[config.mk]
export PLATFORM = sky130hd
export DESIGN_NAME = csp_isqrt
export DESIGN_NICKNAME = d
export VERILOG_FILES = /design/src/hdl/csp_pkg.sv /design/src/hdl/csp_isqrt.sv
export SDC_FILE = /design/constraint.sdc
export NUM_CORES = 2
export LEC_CHECK = 0
export BUFFER_PORTS_ARGS = -buffer_cell sky130_fd_sc_hd__clkbuf_2
export CAP_MARGIN = 10
export CORE_AREA = 2 2 414 580
export CTS_CLUSTER_DIAMETER = 60
export DETAILED_ROUTE_END_ITERATION = 8
export DIE_AREA = 0 0 416 582
export GPL_ROUTABILITY_DRIVEN = 0
export HOLD_SLACK_MARGIN = 0.1
export PLACE_DENSITY = 0.55
export SLEW_MARGIN = 0
export SYNTH_ARGS = -nofsm -noshare
export SYNTH_HDL_FRONTEND = slang
export SYNTH_SLANG_ARGS = --single-unit
[constraint.sdc]
create_clock -name clk_i -period 3.84 [get_ports clk_i]
set_input_delay 0.192 -clock clk_i [delete_from_list [all_inputs] [get_ports clk_i]]
set_output_delay 0.192 -clock clk_i [all_outputs]
set_load 0.005 [all_outputs]
[src/hdl/csp_pkg.sv]
// Package for the cone support point block: widths, pipeline lengths, register
// indexes, reset values, the axial case code and the sideband struct.
// Depends on nothing; every other file of the block imports it.
package csp_pkg;

  // Field and register widths.
  localparam int DIR_W   = 16;             // direction components, signed Q2.14
  localparam int MAG_W   = 16;             // magnitude of a direction component
  localparam int POINT_W = 32;             // result components, signed Q16.16
  localparam int CFG_W   = 31;             // widest configuration register
  localparam int TOL_W   = 16;             // tolerance register
  localparam int IDX_W   = 2;              // configuration register index

  // Square root unit: 32-bit radicand scaled by 2^32, one result bit a stage.
  localparam int SQIN_W   = 32;
  localparam int SQ_W     = 2 * SQIN_W;
  localparam int SQ_STEPS = SQIN_W;
  localparam int ROOT_W   = SQ_STEPS;

  // Divider: Q1.30 normalized magnitude, one quotient bit a stage, two lanes.
  localparam int NORM_W    = 31;
  localparam int DIV_STEPS = NORM_W;
  localparam int LANES     = 2;
  localparam int DVD_SHIFT = 46;
  localparam int DVD_W     = MAG_W + DVD_SHIFT;

  // Sideband delay line spans the square root unit and the divider.
  localparam int PIPE_LEN = SQ_STEPS + DIV_STEPS;

  // Rim product and dot product widths.
  localparam int RND_SH = 30;
  localparam int PROD_W = 2 * NORM_W;
  localparam int DOT_W  = MAG_W + NORM_W;
  localparam int LHS_W  = DIR_W + POINT_W;

  localparam logic [PROD_W-1:0] PROD_RND = PROD_W'(1) << (RND_SH - 1);
  localparam logic [NORM_W-1:0] ONE_Q30  = NORM_W'(1) << RND_SH;

  // Directions at or beyond this magnitude of x are treated as lying on the axis.
  localparam logic signed [DIR_W-1:0] AXIAL_LIM = DIR_W'((9999 * 16384) / 10000 + 1);

  // Configuration register indexes.
  localparam logic [IDX_W-1:0] REG_RADIUS      = IDX_W'(0);
  localparam logic [IDX_W-1:0] REG_HALF_HEIGHT = IDX_W'(1);
  localparam logic [IDX_W-1:0] REG_TOLERANCE   = IDX_W'(2);

  // Register reset values.
  localparam logic [CFG_W-1:0] RADIUS_RST      = CFG_W'(65536);
  localparam logic [CFG_W-1:0] HALF_HEIGHT_RST = CFG_W'(65536);
  localparam logic [TOL_W-1:0] TOLERANCE_RST   = TOL_W'(0);

  typedef enum logic [1:0] {
    AXIS_NONE,
    AXIS_NEG,
    AXIS_POS
  } axis_e;

  // Per-item data that rides alongside the square root and divide pipelines.
  typedef struct packed {
    logic signed [DIR_W-1:0] x;
    logic [MAG_W-1:0]        ymag;
    logic [MAG_W-1:0]        zmag;
    logic                    yneg;
    logic                    zneg;
    logic                    shrink;
    logic                    mzero;
    axis_e                   axis;
  } side_t;

endpackage

[src/hdl/csp_isqrt.sv]
// Pipelined integer square root: floor(sqrt(rad * 2^32)), one result bit per stage.
// Depends on csp_pkg for widths and the stage count.
module csp_isqrt (
  input  logic                         clk_i,
  input  logic                         en_i,
  input  logic [csp_pkg::SQIN_W-1:0]   rad_i,
  output logic [csp_pkg::ROOT_W-1:0]   root_o
);
  import csp_pkg::*;

  logic [SQ_W-1:0] res_q [SQ_STEPS];
  logic [SQ_W-1:0] v_q   [SQ_STEPS-1];

  for (genvar i = 0; i < SQ_STEPS; i++) begin : g_step
    localparam logic [SQ_W-1:0] Bit = SQ_W'(1) << (SQ_W - 2 - 2 * i);

    logic [SQ_W-1:0] v_in;
    logic [SQ_W-1:0] res_in;
    logic [SQ_W-1:0] trial;
    logic            take;

    if (i == 0) begin : g_first
      assign v_in   = {rad_i, {SQIN_W{1'b0}}};
      assign res_in = '0;
    end else begin : g_next
      assign v_in   = v_q[i-1];
      assign res_in = res_q[i-1];
    end

    assign trial = res_in + Bit;
    assign take  = (v_in >= trial);

    always_ff @(posedge clk_i) begin
      if (en_i) begin
        res_q[i] <= take ? ((res_in >> 1) + Bit) : (res_in >> 1);
      end
    end

    // The remainder is not needed after the last stage.
    if (i < SQ_STEPS - 1) begin : g_rem
      always_ff @(posedge clk_i) begin
        if (en_i) begin
          v_q[i] <= take ? (v_in - trial) : v_in;
        end
      end
    end
  end

  assign root_o = res_q[SQ_STEPS-1][ROOT_W-1:0];

endmodule

After elaboration in Yosys (flattened, before gate mapping)
Memories as Yosys holds them, arrays and structs flattened.
Index checks and enable logic that the tools add are counted.
Widths: inputs -> output; s select.
{"block": "op_classes", "mux": 65, "add_sub_neg": 93, "n_lt_le_gt_ge": 32}
{"operator": "$mux 64", "count": 62}
{"operator": "$ge 64x64->1", "count": 31}
{"operator": "$sub 64x64->64", "count": 30}
{"operator": "$add 63x1->64 const B", "count": 1}
{"operator": "$add 63x11->64 const B", "count": 1}
{"operator": "$add 63x13->64 const B", "count": 1}
{"operator": "$add 63x15->64 const B", "count": 1}
{"operator": "$add 63x17->64 const B", "count": 1}
{"operator": "$add 63x19->64 const B", "count": 1}
{"operator": "$add 63x21->64 const B", "count": 1}
{"operator": "$add 63x23->64 const B", "count": 1}
{"operator": "$add 63x25->64 const B", "count": 1}
{"operator": "$add 63x27->64 const B", "count": 1}
{"operator": "$add 63x29->64 const B", "count": 1}
{"operator": "$add 63x3->64 const B", "count": 1}
{"operator": "$add 63x31->64 const B", "count": 1}
{"operator": "$add 63x33->64 const B", "count": 1}
{"operator": "$add 63x35->64 const B", "count": 1}
{"operator": "$add 63x37->64 const B", "count": 1}
{"operator": "$add 63x39->64 const B", "count": 1}
{"operator": "$add 63x41->64 const B", "count": 1}
{"operator": "$add 63x43->64 const B", "count": 1}
{"operator": "$add 63x45->64 const B", "count": 1}
{"operator": "$add 63x47->64 const B", "count": 1}
{"operator": "other kinds (45)", "count": 46}
{"block": "word_totals", "reg_bits": 0, "memories": 2, "inputBits": 34, "word_cells": 192, "mem_bits_rw": 4032}
{"memory": "res_q", "words": 32, "width": 64, "read_ports": 32, "rd_ports_with_merged_regs": 0, "write_ports": 32, "line_no": "csp_isqrt.sv:11", "rtl": "logic [SQ_W-1:0] res_q [SQ_STEPS];"}
{"memory": "v_q", "words": 31, "width": 64, "read_ports": 31, "rd_ports_with_merged_regs": 0, "write_ports": 31, "line_no": "csp_isqrt.sv:12", "rtl": "logic [SQ_W-1:0] v_q [SQ_STEPS-1];"}

Depth between registers and ports, before layout
An unclocked memory read counts as a cell.
{"block": "depth", "word_depth": 4, "ltp_mapped": 16, "ltp_nobuf": 15}

Least setup slack after synthesis
OpenSTA, ideal clock, no wires.
{"block": "synth_path", "kind": "reg-to-reg", "from": "memory v_q[1][30] (netlist bit)", "to": "memory v_q[1][118] (netlist bit) (data pin)", "arrival_ns": 3.356, "slack_ns": 0.226, "stages_incl_launch_ff": 12, "required_ns": 3.582, "path_buffers": 0, "path_cell_list": "edfxtp_1 ha_1 fa_1 a21o_1 a21oi_1 o21ai_0 a31oi_1 a21oi_1 o31a_1 nor4b_1 nand3_1 xnor2_1"}
{"item": "from (decl)", "line_no": "csp_isqrt.sv:12"}

==> flow_summary.ini <==
[global_routing]
grt_antenna_before_repair = 1
grt_max_degree = 133
grt_pass1_wl_um = 351000
grt-ovfl-total = 0
grt_pass1_vias = 67800
grt_usage_pct = 18.1

[synth]
syn_area_um2 = 94400
synth_edf_count = 1745
ys_seq_area_share_pct = 55.5
ys.flop_type = edfxtp_1
yosysWarnings = 0
async_flop_share_pct = 0
syn_inst = 8392
syn-num-nets = 8968
syn_avg_cell_area_um2 = 11.3
ys_ff_latch = 1745
ys_types = 82

[final_layout]
layout.nets = 9446
mostFrequentLayoutCells = edfxtp_1, nand2_1, inv_1, ha_1, o21ai_0
post_layout_nonfiller_instances = 12100
final_common_cell = edfxtp_1
syn2layout_area_growth_pct = 14.4
ff_latch_area_um2 = 52400
drive_above_1_share_pct = 9.83
multiInputGateArea_um2 = 39300
nFillCells = 21500

[worst_hold_path]
min_to = v_q[0][62]$_DFFE_PP_
worstHoldStart = rad_i[30]
hold_path.class = in -> reg
min_path_cells = 4

[drt]
drt-initial-drc-count = 3402
drt-vias-per-instance = 5.39
drt_first_pass_iters = 7
wire_per_inst_um = 18.5
vias = 65300
postRouteAntennaNets = 0
totalWireLength_um = 225000
drc = 0

[timing]
worst_slew_pin_slew_ns = 1.07
holdWs_ns = 0.301
fin_crit_ns = 3.76
timing.final.hold_violations = 0
post-route-period-util_pct = 97.8
setup_viol = 0
slew_violations = 0
skew_ns = 0.111
slew_headroom_pct = 27.9
max_freq_mhz = 266

[setup_path]
r2r-end = v_q[1][874]$_DFFE_PP_
path_cells = ha_2 -> fa_2 -> a21o_1 -> a31o_4 -> a311oi_4 -> o211ai_1 -> a211oi_1 -> buf_4 -> o21ai_1 -> a211o_2 -> buf_4 -> nor2_2 -> xor2_1
path_max_fanout = 5
required_ns = 4.37
crit_buf_inv = 2
path_delay_family = compound AO/OA/AOI/OAI gates
reg2reg_slack_ns = 0.08
crit_path_frequent_cell = buf_4
cp.arrival_ns = 4.28
crit_slowest_cell = a211o_2
slowest_delay_ns = 0.47
cp-start-kind = flip-flop
cp-end-kind = flip-flop
path_class = reg -> reg
r2r_start = v_q[1][774]$_SDFFCE_PP0P_
r2r_cells = 13

[clocking]
cts_tree = yes
root_buffer = clkbuf_16
clkLatencyLatePin_ns = 0.87
h-tree-depth = 4
numCtsBuffers = 188
clock_sinks = 1745
cts_buffer_depth = 4
clk_pin_slew_ns = 0.06

[power]
power.internal_mw = 41.7
netSwitchingPower_mw = 19.2
p_per_area_nw_per_um2 = 564
sw_frac_of_total_pct = 31.5
pwr-share-seq_pct = 44.2
p_leak_nw = 41.5
clockPowerShare_pct = 28.6
max-vdd-ir-drop_uv = 415
combPwrFrac_pct = 27.2

[floorplan]
dieHeight_um = 582
start_util_pct = 39.8
die_width_um = 416
coreArea_um2 = 237000
rows = 212
num_io_pins = 66
die_area_um2 = 242000

[placed_design]
dpl.cell_count = 11700
portBuffers = 65
dpl.hpwl_um = 171000

[job]
drv_cap = 0

[status]
status = completed
[stage by stage]
stage / total power, mW / cell area (um2) / util (%) / setup TNS [ns] / setup WS (ns)
2_1_floorplan: 37.6 / 94400 / - / 0 / 0.226
3_3_place_gp: 43.1 / 101000 / 42.5 / -2.59 / -0.289
3_5_place_dp: 43.4 / 101000 / 42.5 / -0.737 / -0.103
4_1_cts: 61.1 / 107000 / 45.3 / 0 / 0.00296
5_1_grt: 64.0 / 108000 / 45.5 / -0.112 / -0.0278
6_report: 60.9 / 108000 / 45.5 / 0 / 0.0841
[metal layers]
layer | vias up | part of all wire [%] | global-route usage, %
met4 | 0 | 6.7 | 11.2
met2 | 1394 | 58 | 38.2
met3 | 742 | 2.6 | 2.11
met5 | - | 0 | 0
met1 | 31300 | 33 | 15.6
li1 | 31800 | - | -
[tightest hold or removal path: stages]
cell,delay (ns)
dlygate4sd3_1,0.53
clkbuf_2,0.12
inv_1,0.06
xnor2_1,0.15
[sequential cells by signal, indices dropped and copies added (netlist names)]
register	flops
v_q	1217
res_q	528
[cells by family (layout without fill, tap and decap cells)]
kind of cell | count (synthesis) | after routing | synth area share, %
buffers and inverters | 869 | 1487 | 3.50
DFF | 1745 | 1745 | 55.5
muxes | 60 | 60 | 0.702
AOI/OAI and AO/OA | 1841 | 1841 | 12.2
xor gates and xnor gates | 834 | 834 | 7.73
and+or+nand+nor | 2501 | 2501 | 13.1
other | 0 | 1 | 0
adders and majority gates | 542 | 542 | 7.30
[worst max path at each step]
stage	cells after the start	start	endpoint	slack (ns)
3_5_place_dp	14	v_q[1][774]$_SDFFCE_PP0P_	v_q[1][886]$_DFFE_PP_	-0.10
2_1_floorplan	11	v_q[1][30]$_SDFFCE_PP0P_	v_q[1][118]$_DFFE_PP_	0.23
5_1_grt	12	v_q[1][650]$_SDFFCE_PP0P_	v_q[1][766]$_DFFE_PP_	-0.03
6_report	13	v_q[1][774]$_SDFFCE_PP0P_	v_q[1][874]$_DFFE_PP_	0.08
4_1_cts	12	v_q[1][650]$_SDFFCE_PP0P_	v_q[1][766]$_DFFE_PP_	0.003
3_3_place_gp	15	res_q[7][68]$_DFFE_PP_	v_q[1][955]$_DFFE_PP_	-0.29
[layout make-up]
cell class                      count  area share [%]
Timing Repair Buffer              475            3.73
Clock buffer                      223            4.54
Antenna cell                        1         0.00232
Inverter                          682            2.37
Multi-Input combinational cell   5778            36.4
Sequential cell                  1745            48.5
Clock inverter                    107           0.877
Tap cell                         3103            3.59
[power by group through the flow]
| stage | Sequential, mW | Clock [mW] | Combinational [mW] |
|---|---|---|---|
| CTS | 26.9 | 17.9 | 16.3 |
| global placement | 27.2 | 0 | 15.9 |
| detailed placement | 27.3 | 0 | 16.1 |
| floorplan | 26.4 | 0 | 11.2 |
| finish | 26.9 | 17.4 | 16.5 |
| global route | 27.2 | 18.6 | 18.2 |
[Yosys cell counts (all sizes together), types with 45 or more instances]
library cell / instances / area (um2)
xor2: 447 / 3920
a21o: 252 / 1890
nor4: 196 / 1230
mux2: 50 / 563
or4: 70 / 529
clkbuf: 159 / 597
a21oi: 505 / 2530
nand2b: 105 / 657
ha: 527 / 6590
edfxtp: 1745 / 52400
nand3: 141 / 706
nor3: 262 / 1310
nor2b: 70 / 438
a211oi: 64 / 493
or3: 107 / 669
a31oi: 49 / 307
o31ai: 57 / 428
or2: 45 / 282
inv: 680 / 2550
xnor2: 387 / 3390
o21a: 93 / 698
nand4: 91 / 569
nor2: 513 / 1930
o21bai: 51 / 383
o21ai: 524 / 2620
nand2: 725 / 2720
[what timing repair did]
item                                   in CTS  in global routing
setup endpoints to repair                  30                207
pin swaps                                   4                 24
setup buffers                               0                 12
hold buffers                               65                  0
gates resized for setup                     8                 93
endpoints found under the hold margin     124                  0
(Power assumes the default switching activity.)
